File: src/sv/csd_pkg.sv
// Shared types and constants for the camera sensor dither unit.
// No dependencies; imported by every module of the block.
`default_nettype none

package csd_pkg;

   typedef enum logic [1:0] {
      OP_WRITE   = 2'd0,
      OP_READ    = 2'd1,
      OP_CAPTURE = 2'd2,
      OP_PIXEL   = 2'd3
   } op_type;

   localparam logic [15:0] BUS_BASE      = 16'hA000;
   localparam logic [6:0]  OFFSET_MASK   = 7'h7F;
   localparam logic [6:0]  OFF_TRIGGER   = 7'h00;
   localparam logic [6:0]  OFF_MODE      = 7'h01;
   localparam logic [6:0]  OFF_EXPO_HI   = 7'h02;
   localparam logic [6:0]  OFF_EXPO_LO   = 7'h03;
   localparam logic [6:0]  OFF_MATRIX    = 7'h06;
   localparam logic [6:0]  OFF_MATRIX_END = 7'h36;
   localparam logic [7:0]  TRIGGER_MASK  = 8'h06;

   localparam logic [20:0] BASE_CYCLES   = 21'd32446;
   localparam logic [20:0] NO_BIT7_EXTRA = 21'd512;
   localparam int unsigned CYCLE_SHIFT   = 4;
   localparam int unsigned EXPO_SHIFT    = 11;
   localparam logic [7:0]  PIXEL_MAX     = 8'd255;

   // index / 3 as (index * 43) >> 7, exact for indexes below 48
   localparam logic [5:0]  DIV3_MUL      = 6'd43;
   localparam int unsigned DIV3_SHIFT    = 7;

   localparam int unsigned NUM_SLOTS     = 3;
   localparam int unsigned NUM_ROWS      = 16;
   localparam int unsigned ROW_BITS      = 4;
   localparam int unsigned DATA_W        = 88;
   localparam int unsigned RSP_W         = 16;

   typedef struct packed {
      logic        accept;
      op_type      op;
      logic [15:0] address;
      logic [7:0]  wdata;
      logic [47:0] cycle;
   } req_type;

   typedef struct packed {
      logic                en;
      logic [ROW_BITS-1:0] row;
      logic [1:0]          slot;
      logic [7:0]          data;
   } thr_wr_type;

endpackage

`default_nettype wire

File: src/sv/camera_sensor_regs_dither_unit.sv
// Camera sensor register file with capture timing and ordered pixel dither.
// Takes one request per cycle unless the response side stalls (bus write, bus read,
// capture start or pixel) and returns exactly one response per request, in order, from
// the stage 1 and stage 2 registers. Registers are updated when a request is accepted,
// so later requests always see earlier writes. The 48-byte threshold matrix sits in
// three 16-entry synchronous banks addressed by {row_phase, col_phase}; a single read
// fetches all three thresholds of a pixel. Valid bits cleared by reset stand in for
// the zeroed matrix, so no clearing pass follows reset. Depends on csd_pkg, csd_regs
// and csd_thr_mem.
`default_nettype none

module camera_sensor_regs_dither_unit
   import csd_pkg::*;
(
   input  wire logic              clock,
   input  wire logic              reset,
   input  wire logic              req_tvalid,
   output logic                   req_tready,
   // [15:0] address, [23:16] write_data, [71:24] cycle, [79:72] pixel_value,
   // [81:80] row_phase, [83:82] col_phase, [87:84] zero
   input  wire logic [DATA_W-1:0] req_tdata,
   // [1:0] op
   input  wire logic [1:0]        req_tuser,
   output logic                   rsp_tvalid,
   input  wire logic              rsp_tready,
   // [7:0] read_data, [9:8] pixel_code, [15:10] zero
   output logic [RSP_W-1:0]       rsp_tdata
);

   req_type    req;
   thr_wr_type thr_wr;
   logic       accept;
   logic [15:0] exposure;
   logic [7:0]  status;
   logic [NUM_SLOTS-1:0][7:0] thr;
   logic [7:0]  pixel;
   logic [23:0] product;
   logic [12:0] scaled;
   logic [7:0]  clamped;

   logic        s1_valid_ff, s1_valid_in;
   op_type      s1_op_ff;
   logic [7:0]  s1_rd_ff;
   logic [7:0]  s1_v_ff;
   logic        s2_valid_ff, s2_valid_in;
   logic [7:0]  s2_rd_ff, s2_rd_in;
   logic [1:0]  s2_code_ff, s2_code_in;
   op_type      s2_op_ff;
   logic        s2_ready;
   logic        s1_adv;

   assign s2_ready   = !s2_valid_ff || rsp_tready;
   assign s1_adv     = s1_valid_ff && s2_ready;
   assign req_tready = !s1_valid_ff || s2_ready;
   assign accept     = req_tvalid && req_tready;

   assign req.accept  = accept;
   assign req.op      = op_type'(req_tuser);
   assign req.address = req_tdata[15:0];
   assign req.wdata   = req_tdata[23:16];
   assign req.cycle   = req_tdata[71:24];
   assign pixel       = req_tdata[79:72];

   csd_regs u_regs (
      .clock    (clock),
      .reset    (reset),
      .req      (req),
      .exposure (exposure),
      .status   (status),
      .thr_wr   (thr_wr)
   );

   csd_thr_mem u_thr_mem (
      .clock   (clock),
      .reset   (reset),
      .wr      (thr_wr),
      .rd_en   (accept),
      .rd_row  ({req_tdata[81:80], req_tdata[83:82]}),
      .rd_data (thr)
   );

   assign product = {8'd0, exposure} * {16'd0, pixel};
   assign scaled  = product[23:EXPO_SHIFT];
   assign clamped = (scaled > {5'd0, PIXEL_MAX}) ? PIXEL_MAX : scaled[7:0];

   always_comb begin
      s1_valid_in = s1_valid_ff;
      if (accept) begin
         s1_valid_in = 1'b1;
      end else if (s1_adv) begin
         s1_valid_in = 1'b0;
      end
      s2_valid_in = s2_valid_ff;
      if (s1_adv) begin
         s2_valid_in = 1'b1;
      end else if (rsp_tready) begin
         s2_valid_in = 1'b0;
      end
      s2_rd_in   = (s1_op_ff == OP_READ) ? s1_rd_ff : 8'd0;
      s2_code_in = 2'd0;
      if (s1_op_ff == OP_PIXEL) begin
         priority if (s1_v_ff < thr[0]) begin
            s2_code_in = 2'd3;
         end else if (s1_v_ff < thr[1]) begin
            s2_code_in = 2'd2;
         end else if (s1_v_ff < thr[2]) begin
            s2_code_in = 2'd1;
         end else begin
            s2_code_in = 2'd0;
         end
      end
   end

   always_ff @(posedge clock) begin
      if (reset) begin
         s1_valid_ff <= 1'b0;
         s2_valid_ff <= 1'b0;
      end else begin
         s1_valid_ff <= s1_valid_in;
         s2_valid_ff <= s2_valid_in;
      end
   end

   always_ff @(posedge clock) begin
      if (accept) begin
         s1_op_ff <= req.op;
         s1_rd_ff <= status;
         s1_v_ff  <= clamped;
      end
      if (s1_adv) begin
         s2_op_ff   <= s1_op_ff;
         s2_rd_ff   <= s2_rd_in;
         s2_code_ff <= s2_code_in;
      end
   end

   assign rsp_tvalid = s2_valid_ff;
   assign rsp_tdata  = {6'd0, s2_code_ff, s2_rd_ff};

   a_accept_fills_s1: assert property (@(posedge clock) disable iff (reset)
      accept |=> s1_valid_ff)
      else $error("accepted request did not enter stage 1");

   a_stall_keeps_s1: assert property (@(posedge clock) disable iff (reset)
      (s1_valid_ff && !s2_ready) |-> !req_tready)
      else $error("request taken while stage 1 is stalled");

   a_code_only_pixel: assert property (@(posedge clock) disable iff (reset)
      (s2_valid_ff && s2_op_ff != OP_PIXEL) |-> (s2_code_ff == 2'd0))
      else $error("pixel code on a non-pixel response");

   a_read_only_status: assert property (@(posedge clock) disable iff (reset)
      s2_valid_ff |-> ((s2_rd_ff[7:3] == 5'd0)
                       && (s2_op_ff == OP_READ || s2_rd_ff == 8'd0)))
      else $error("bad read data on response");

endmodule

`default_nettype wire

File: src/sv/csd_thr_mem.sv
// Dither threshold matrix: three 16-entry synchronous banks, one per
// threshold slot, with per-entry valid bits. Depends on csd_pkg.
`default_nettype none

module csd_thr_mem
   import csd_pkg::*;
(
   input  wire logic                clock,
   input  wire logic                reset,
   input  wire thr_wr_type          wr,
   input  wire logic                rd_en,
   input  wire logic [ROW_BITS-1:0] rd_row,
   output logic [NUM_SLOTS-1:0][7:0] rd_data
);

   for (genvar b = 0; b < NUM_SLOTS; b++) begin : g_bank
      logic [7:0]          mem [NUM_ROWS];
      logic [NUM_ROWS-1:0] vld_ff;
      logic [7:0]          rdata_ff;
      logic                rvld_ff;
      logic                wr_hit;

      assign wr_hit = wr.en && (wr.slot == 2'(b));

      always_ff @(posedge clock) begin
         if (wr_hit) begin
            mem[wr.row] <= wr.data;
         end
         if (rd_en) begin
            rdata_ff <= mem[rd_row];
         end
      end

      always_ff @(posedge clock) begin
         if (reset) begin
            vld_ff  <= '0;
            rvld_ff <= 1'b0;
         end else begin
            if (wr_hit) begin
               vld_ff[wr.row] <= 1'b1;
            end
            if (rd_en) begin
               rvld_ff <= vld_ff[rd_row];
            end
         end
      end

      assign rd_data[b] = rvld_ff ? rdata_ff : 8'd0;
   end

endmodule

`default_nettype wire

File: src/sv/csd_regs.sv
// Sensor register file: trigger, mode, exposure and capture end cycle.
// Decodes bus writes, forms the status byte. Depends on csd_pkg.
`default_nettype none

module csd_regs
   import csd_pkg::*;
(
   input  wire logic    clock,
   input  wire logic    reset,
   input  wire req_type req,
   output logic [15:0]  exposure,
   output logic [7:0]   status,
   output thr_wr_type   thr_wr
);

   logic [1:0]  trig_ff, trig_in;
   logic [7:0]  mode_ff, mode_in;
   logic [15:0] expo_ff, expo_in;
   logic [48:0] end_ff, end_in;
   logic [6:0]  off;
   logic [5:0]  idx;
   logic [11:0] idx_prod;
   logic [3:0]  idx_row;
   logic [5:0]  row_x3;
   logic [20:0] cap_cycles;
   logic        busy;
   logic        in_matrix;

   assign off       = (req.address[6:0] - BUS_BASE[6:0]) & OFFSET_MASK;
   assign in_matrix = (off >= OFF_MATRIX) && (off < OFF_MATRIX_END);
   assign idx       = 6'(off - OFF_MATRIX);
   assign idx_prod  = {6'd0, idx} * {6'd0, DIV3_MUL};
   assign idx_row   = idx_prod[DIV3_SHIFT +: ROW_BITS];
   assign row_x3    = {2'd0, idx_row} + {1'b0, idx_row, 1'b0};

   assign thr_wr.en   = req.accept && (req.op == OP_WRITE) && in_matrix;
   assign thr_wr.row  = idx_row;
   assign thr_wr.slot = 2'(idx - row_x3);
   assign thr_wr.data = req.wdata;

   assign cap_cycles = BASE_CYCLES + (mode_ff[7] ? 21'd0 : NO_BIT7_EXTRA)
                       + {1'b0, expo_ff, 4'd0};
   assign busy       = {1'b0, req.cycle} < end_ff;
   assign status     = (req.address == BUS_BASE) ? {5'd0, trig_ff, busy} : 8'd0;
   assign exposure   = expo_ff;

   always_comb begin
      trig_in = trig_ff;
      mode_in = mode_ff;
      expo_in = expo_ff;
      end_in  = end_ff;
      if (req.accept) begin
         unique case (req.op)
            OP_WRITE: begin
               priority if (off == OFF_TRIGGER) begin
                  trig_in = 2'((req.wdata & TRIGGER_MASK) >> 1);
               end else if (off == OFF_MODE) begin
                  mode_in = req.wdata;
               end else if (off == OFF_EXPO_HI) begin
                  expo_in = {req.wdata, expo_ff[7:0]};
               end else if (off == OFF_EXPO_LO) begin
                  expo_in = {expo_ff[15:8], req.wdata};
               end else begin
               end
            end
            OP_CAPTURE: begin
               end_in = {1'b0, req.cycle} + {28'd0, cap_cycles};
            end
            OP_READ, OP_PIXEL: begin
            end
            default: begin
            end
         endcase
      end
   end

   always_ff @(posedge clock) begin
      if (reset) begin
         trig_ff <= '0;
         mode_ff <= '0;
         expo_ff <= '0;
         end_ff  <= '0;
      end else begin
         trig_ff <= trig_in;
         mode_ff <= mode_in;
         expo_ff <= expo_in;
         end_ff  <= end_in;
      end
   end

endmodule

`default_nettype wire

File: config.mk
export PLATFORM = sky130hd
export DESIGN_NAME = camera_sensor_regs_dither_unit
export DESIGN_NICKNAME = d
export VERILOG_FILES = /design/src/sv/csd_pkg.sv /design/src/sv/camera_sensor_regs_dither_unit.sv /design/src/sv/csd_thr_mem.sv /design/src/sv/csd_regs.sv
export SDC_FILE = /design/constraint.sdc
export NUM_CORES = 1
export LEC_CHECK = 0
export BUFFER_PORTS_ARGS = -buffer_cell sky130_fd_sc_hd__buf_4
export CORE_MARGIN = 3
export CORE_UTILIZATION = 57
export DETAILED_ROUTE_END_ITERATION = 10
export PLACE_DENSITY = 0.81
export SYNTH_ARGS = -nofsm -noshare
export SYNTH_HDL_FRONTEND = slang
export SYNTH_SLANG_ARGS = --single-unit
File: constraint.sdc
create_clock -name clock -period 5.9 [get_ports clock]
set_input_delay 1.18 -clock clock [delete_from_list [all_inputs] [get_ports clock]]
set_output_delay 1.18 -clock clock [all_outputs]
set_load 0.02 [all_outputs]
After elaboration in Yosys (flattened, before gate mapping)

Memory sizes are Yosys's and may differ from the RTL's. A register that Yosys moved wholly into a read port is not among the register bits.
Index checks and enable logic that the tools add are counted.

Multiply operators: 2
Add/subtract/negate cells: 6
Reductions and logical operators: 23
Eq/ne operators: 9
Mux-type cells: 27
Magnitude comparators: 10
Bitwise logic cells: 6

Operators with widths:

| kind                                                                                 | count |
|---|---|
| 48-bit by 21-bit adder with 49-bit output                                            | 1 |
| 48-bit by 49-bit < comparator with 1-bit output                                      | 1 |
| 16-bit bitwise OR                                                                    | 3 |
| 8-bit two-way mux                                                                    | 4 |
| 8-bit < comparator                                                                   | 3 |
| 16-bit by 8-bit multiplier with 24-bit output                                        | 1 |
| 15-bit by 21-bit adder with 21-bit output (first input constant)                     | 1 |
| 21-bit by 20-bit adder with 21-bit output                                            | 1 |
| 16-bit == test (second input constant)                                               | 1 |
| 16-bit two-way mux                                                                   | 1 |
| 1-bit two-way mux                                                                    | 15 |
| 7-bit by 2-bit == test with 1-bit output (second input constant)                     | 2 |
| 13-bit by 8-bit greater-than comparator with 1-bit output (second input constant)    | 1 |
| 1-bit binary-select mux with 4-bit select                                            | 3 |
| 6-bit by 6-bit multiplier with 11-bit output (second input constant)                 | 1 |
| 4-bit by 5-bit < comparator with 1-bit output (second input constant)                | 2 |
| 10-bit two-way mux                                                                   | 1 |
| 1-bit logical AND                                                                    | 9 |
| 7-bit by 1-bit == test with 1-bit output (second input constant)                     | 1 |
| 7-bit by 3-bit greater-or-equal comparator with 1-bit output (second input constant) | 1 |
| 7-bit zero test                                                                      | 1 |
| 7-bit by 6-bit < comparator with 1-bit output (second input constant)                | 1 |
| 2-bit == test (second input constant)                                                | 3 |
| 6-bit AND reduction                                                                  | 1 |
| 16 further kinds                                                                     | 24 |

Register bits: 156
Input port bits: 94
Memories: 3
Output and inout port bits: 18
Bits in writable memories: 384

Memory list:

| name                    | depth | width | rd ports | clocked after memory_dff | wr ports | RTL line          | RTL |
|---|---|---|---|---|---|---|---|
| u_thr_mem.g_bank[0].mem | 16    | 8     | 1        | 1                        | 1        | csd_thr_mem.sv:17 | `logic [7:0] mem [NUM_ROWS];` |
| u_thr_mem.g_bank[1].mem | 16    | 8     | 1        | 1                        | 1        | csd_thr_mem.sv:17 |  |
| u_thr_mem.g_bank[2].mem | 16    | 8     | 1        | 1                        | 1        | csd_thr_mem.sv:17 |  |

Depth between registers and ports, before layout

Depth in word-level cells: 9
Mapped depth: 24
Mapped depth without buffers: 23

Hierarchy

Synthesis repeated with hierarchy kept, for this count alone.

Cells, all modules: 2285
Area total of the unflattened synthesis: 29493.3 um2

By module, submodules not included:

| module                         | area an instance (um2) | instances | seq. area each (um2) | cells each |
|---|---|---|---|---|
| csd_thr_mem                    | 17628.2                | 1         | 13272.7              | 891 |
| csd_regs                       | 6307.3                 | 1         | 1361.3               | 801 |
| camera_sensor_regs_dither_unit | 5557.8                 | 1         | 880.8                | 593 |

Least setup slack after synthesis

No wires, ideal clock.

Path type: input -> register
Start: input req_tdata[1]
End: memory u_thr_mem.g_bank[1].mem[9][0] (enable)
Stages: 21
Data arrival time: 5.736 ns
Library setup time: 0.374 ns
Setup slack: -0.210 ns
Path buffers: 1
Required time: 5.526 ns
Cells stage by stage: ha_1 -> xnor2_1 -> ha_1 -> ha_1 -> inv_1 -> fa_1 -> inv_1 -> ha_1 -> a41o_1 -> a21o_1 -> a21oi_1 -> inv_1 -> a21oi_1 -> xnor2_1 -> ha_1 -> xnor2_1 -> xnor2_1 -> and3_1 -> buf_2 -> nand2_1 -> nor2_1

Longest elaborated chain between the ends: 8
Elaborated cells between the ends (all ways): 12
Those cells by class: add/sub (3); mul (1); order compare (2); eq/ne (1); mux (2); reduce/logical (3)

RTL lines:

| what                                         | RTL line                             | RTL |
|---|---|---|
| from (decl)                                  | camera_sensor_regs_dither_unit.sv:21 | `input wire logic [DATA_W-1:0] req_tdata,` |
| 6-bit by 3-bit subtractor with 6-bit output  | csd_regs.sv:31                       | `assign idx = 6'(off - OFF_MATRIX);` |
| 6-bit by 6-bit multiplier with 11-bit output | csd_regs.sv:32                       | `assign idx_prod = {6'd0, idx} * {6'd0, DIV3_MUL};` |
| 2-bit adder                                  | csd_regs.sv:34                       | `assign row_x3 = {2'd0, idx_row} + {1'b0, idx_row, 1'b0};` |
| 2-bit subtractor                             | csd_regs.sv:38                       | `assign thr_wr.slot = 2'(idx - row_x3);` |
| 2-bit by 1-bit == test with 1-bit output     | csd_thr_mem.sv:23                    | `assign wr_hit = wr.en && (wr.slot == 2'(b));` |
| 1-bit logical AND                            | csd_thr_mem.sv:23                    |  |
| 1-bit two-way mux                            | csd_thr_mem.sv:26                    | `if (wr_hit) begin` |
| 1-bit two-way mux (implied by the code)      | csd_thr_mem.sv:27                    | `mem[wr.row] <= wr.data;` |
| to (decl)                                    | csd_thr_mem.sv:17                    |  |

Parallel ways exist; a longest one is shown, timed or not.

Worst setup path in the final report

Start: input req_tdata[79]
End: register s1_v_ff[4], data pin

Longest elaborated chain between the ends: 2

RTL lines:

| what                                                      | RTL line                              | RTL |
|---|---|---|
| 16-bit by 8-bit multiplier with 24-bit output (*)         | camera_sensor_regs_dither_unit.sv:82  | `assign product = {8'd0, exposure} * {16'd0, pixel};` |
| 13-bit by 8-bit greater-than comparator with 1-bit output | camera_sensor_regs_dither_unit.sv:84  | `assign clamped = (scaled > {5'd0, PIXEL_MAX}) ? PIXEL_MAX : scaled[7:0];` |
| to (signal assigned)                                      | camera_sensor_regs_dither_unit.sv:128 | `s1_v_ff <= clamped;` |
| to (decl)                                                 | camera_sensor_regs_dither_unit.sv:44  | `logic [7:0] s1_v_ff;` |

Mark *: on every way between the ends. The rest lies on a longest branch, timed or not.
A chain may end at the register's enable or synchronous reset.

==> results.yml <==
worst_setup_path:
  slowest_delay_ps: 560
  worst_setup_path_start_kind: "input pin"
  cp_cell_sequence: "buf_4 -> buf_4 -> and2_1 -> fa_1 -> fa_1 -> fa_1 -> inv_1 -> fa_1 -> inv_1 -> ha_1 -> a21o_1 -> nand2_1 -> nand2b_1 -> a21oi_1 -> a21boi_1 -> or3_4 -> a2111oi_4 -> buf_4 -> nand3_1"
  endpoint: "s1_v_ff[4]"
  critical_path.top_delay_family: "adder cells"
  critical_path.startpoint: "req_tdata[79]"
  cp.required_ps: 6240
  crit_arrival_ps: 5990
  worst_r2r_startpoint: "u_regs.exposure[6]"
  r2r-end: "s1_v_ff[4]"
  critical_path_class: "in -> reg"
  critPathCaptureType: "flop"
  critPathBufInv: 5
  rrSetupSlack_ps: 450
  cp_common_cell: "fa_1"
  crit_cells: 19
  r2r_cells: 18
  cp_slowest_cell: "fa_1"
  worstPathMaxFanout: 13
floorplan:
  num_rows: 81
  die_x_um: 231
  core_area_mm2: 0.0494
  io_pins: 112
  die-area_mm2: 0.0532
  die_h_um: 231
  start_util_pct: 58.3
global_routing:
  antenna_found_initial: 1
  grt_pass1_vias: 19300
  grt_util_all_layers_pct: 26.0
  grt_overflow: 0
  grt_pass1_wl_um: 107000
  grt_max_degree: 74
power_and_ir_drop:
  power_per_cell_area_mw_per_mm2: 283
  clkPwrFrac_pct: 37.7
  power.internal_uw: 6850
  vdd.ir_drop.worst_uv: 325
  combPwrFrac_pct: 16.9
  p_leak_uw: 0.0127
  p_sw_uw: 2510
  p_seq_share_pct: 45.4
  switching_share_pct: 26.8
clock_tree:
  root_buffer: "clkbuf_16"
  cts.htree.levels: 2
  cts_buffers: 54
  clock_latency_ps: 640
  clk_pin_slew_ps: 60
  postCtsSetupRepairBufs: 0
  cts_tree: "built"
  clkSinkCount: 547
  clockBufferDepth: 3
cells_and_area:
  areaGrowthSynthToFinish_pct: 15.0
  final_util_pct: 67.1
  final_nets: 2701
  fin_cells: 3059
  drive_above_1_share_pct: 21.6
  antenna_cells: 0
detailed_routing:
  dr_total_vias: 18400
  drtIter0Drc: 1708
  routed_wirelength_um: 67900
  ant_nets: 0
  route.detailed.drc: 0
  wl_per_cell_um: 22.2
  drtPass1Iterations: 5
  viasPerCell: 6.02
synthesis:
  synthArstFlopShare_pct: 0
  syn_area_per_cell_um2: 13.3
  synth_seq_cells: 547
  synth_area_mm2: 0.0288
  yosysUniqueCellTypes: 73
  ys_warn_count: 0
  synth_flop_cell: "edfxtp_1"
  ys_seq_area_share_pct: 52.9
  synth_edf_count: 426
  syn_inst: 2157
sta:
  hold_violations: 0
  fin_crit_sh_pct: 95.7
  tightest_slew_ps: 1080
  clock.fmax_ghz: 0.177
  skew_ps: 51.3
  fin_crit_ps: 5650
  setup_viol: 0
  rsz0062_at_grt: "no"
  slew_headroom_pct: 27.7
  finalMaxSlewViolations: 0
run:
  cap_violations: 0
placement:
  dp_hpwl_um: 44300
  gp_congestion: 0.903
  dp.cells: 2957
  numPortBuffers: 96
run_status:
  status: "completed"
min_path:
  hold_class: "reg -> reg"
==> through the flow <==
stage               power (uW)  cell area, um2  setup WS [ps]  TNS [ps]  hold slack (ps)
finish                    9360           33100            255         0              455
global route              9680           33100           6.51         0              479
CTS                       9340           33100            177         0              455
detailed placement        5820           31200           -418   -113200              446
global placement          5750           31200           -284    -77600              440
floorplan                 5240           29000           7.20         0              431
==> worst min-delay path by stage <==
stage                                         from                             end  depth (start not counted)
floorplan           u_thr_mem.g_bank[0].vld_ff[10]  u_thr_mem.g_bank[0].vld_ff[10]                          2
global placement                 u_regs.end_ff[22]               u_regs.end_ff[22]                          2
detailed placement               u_regs.end_ff[22]               u_regs.end_ff[22]                          2
CTS                              u_regs.end_ff[22]               u_regs.end_ff[22]                          2
global route                     u_regs.end_ff[14]               u_regs.end_ff[14]                          2
finish                           u_regs.end_ff[22]               u_regs.end_ff[22]                          2
==> layout by cell type, fill, tap and decap left out, drive strengths merged, types with 36 or more instances in the layout <==
cell type,synthesis,final
clkbuf,62,66
and2,128,128
xor2,40,40
inv,174,175
nand2,128,128
o21ai,36,36
fa,88,88
buf,35,223
a21oi,109,109
ha,170,170
nor2,202,202
dfxtp,121,121
xnor2,37,37
edfxtp,426,426
mux4,135,135
==> routing by layer <==
metal	global-route usage (%)	up-vias	wire (um)
met1	33.1	9312	26100
met2	45.5	756	35100
met5	0	-	13
met4	8.93	2	2080
met3	4.17	143	4640
li1	-	8203	-
==> power groups by stage <==
| stage | Sequential, uW | Combinational [uW] | Clock (uW) |
|---|---|---|---|
| after floorplan | 4320 | 924 | 0 |
| after global placement | 4330 | 1420 | 0 |
| after detailed placement | 4330 | 1490 | 0 |
| after CTS | 4250 | 1510 | 3590 |
| after global routing | 4250 | 1690 | 3730 |
| final | 4250 | 1580 | 3530 |
==> cell families after synthesis <==
group	count (synthesis)	share of synthesized area, %
AO/OA/AOI/OAI	266	6.02
multiplexers	159	11.4
adder cells (fa/ha/maj)	258	13.5
flip-flops	547	52.9
other	1	0.0130
XOR/XNOR	77	2.34
buffers and inverters	271	3.84
AND/OR/NAND/NOR	578	9.98
==> worst reg2reg max path, cell delays in order (launching register included) <==
cell and delay [ps]:
dfxtp_1 580, and2_1 220, fa_1 450, fa_1 520, fa_1 550, inv_1 60
fa_1 550, inv_1 50, ha_1 290, and4_1 210, a31oi_1 150, buf_4 160
a21boi_2 70, o21ai_2 160, a21boi_1 110, or3_4 390, a2111oi_4 390, buf_4 220
nand3_1 80
==> registers in the layout, indices dropped and copies added (netlist names) <==
signal and cells:
s1_rd_ff 3, u_thr_mem.g_bank.rvld_ff 3, s1_valid_ff 1, s2_rd_ff 3
u_regs.mode_ff 1, u_thr_mem.g_bank.vld_ff 48, s1_op_ff 2, u_regs.trig_ff 2
u_regs.end_ff 49, u_regs.exposure 16, u_thr_mem.g_bank.mem 384, rsp_tvalid 1
s1_v_ff 8, u_thr_mem.g_bank.rdata_ff 24, s2_code_ff 2
==> area by class of cell <==
type,instances,area (um2)
Tap cell,664,831
Inverter,174,653
Fill cell,3308,16300
Timing Repair Buffer,223,1840
Clock buffer,66,1410
Multi-Input combinational cell,1349,12700
Sequential cell,547,15200
Clock inverter,36,425
==> Yosys cell counts, types with 8 or more instances <==
master | number | share of area [%]
o21ai_0 | 32 | 0.56
a21o_1 | 29 | 0.76
nand3_1 | 24 | 0.42
xor2_1 | 40 | 1.2
nor2b_1 | 16 | 0.35
nand4_1 | 18 | 0.39
fa_1 | 88 | 6.1
mux4_2 | 135 | 11
a211oi_1 | 31 | 0.81
clkbuf_1 | 62 | 0.81
dfxtp_1 | 121 | 8.4
nand2b_1 | 9 | 0.20
edfxtp_1 | 426 | 44
inv_1 | 174 | 2.3
nor2_1 | 195 | 2.5
ha_1 | 170 | 7.4
nor3_1 | 8 | 0.14
and3_1 | 16 | 0.35
buf_4 | 14 | 0.37
a21oi_1 | 109 | 1.9
nand2_1 | 127 | 1.7
xnor2_1 | 37 | 1.1
buf_2 | 15 | 0.26
mux2i_1 | 22 | 0.77
and2_1 | 128 | 2.8
==> what timing repair did <==
action | in CTS | in global routing
gates resized for setup | 0 | 6
endpoints found under the setup margin | 0 | 183
hold buffers | 0 | 0
Note: power is estimated with default switching activity, not from simulation.
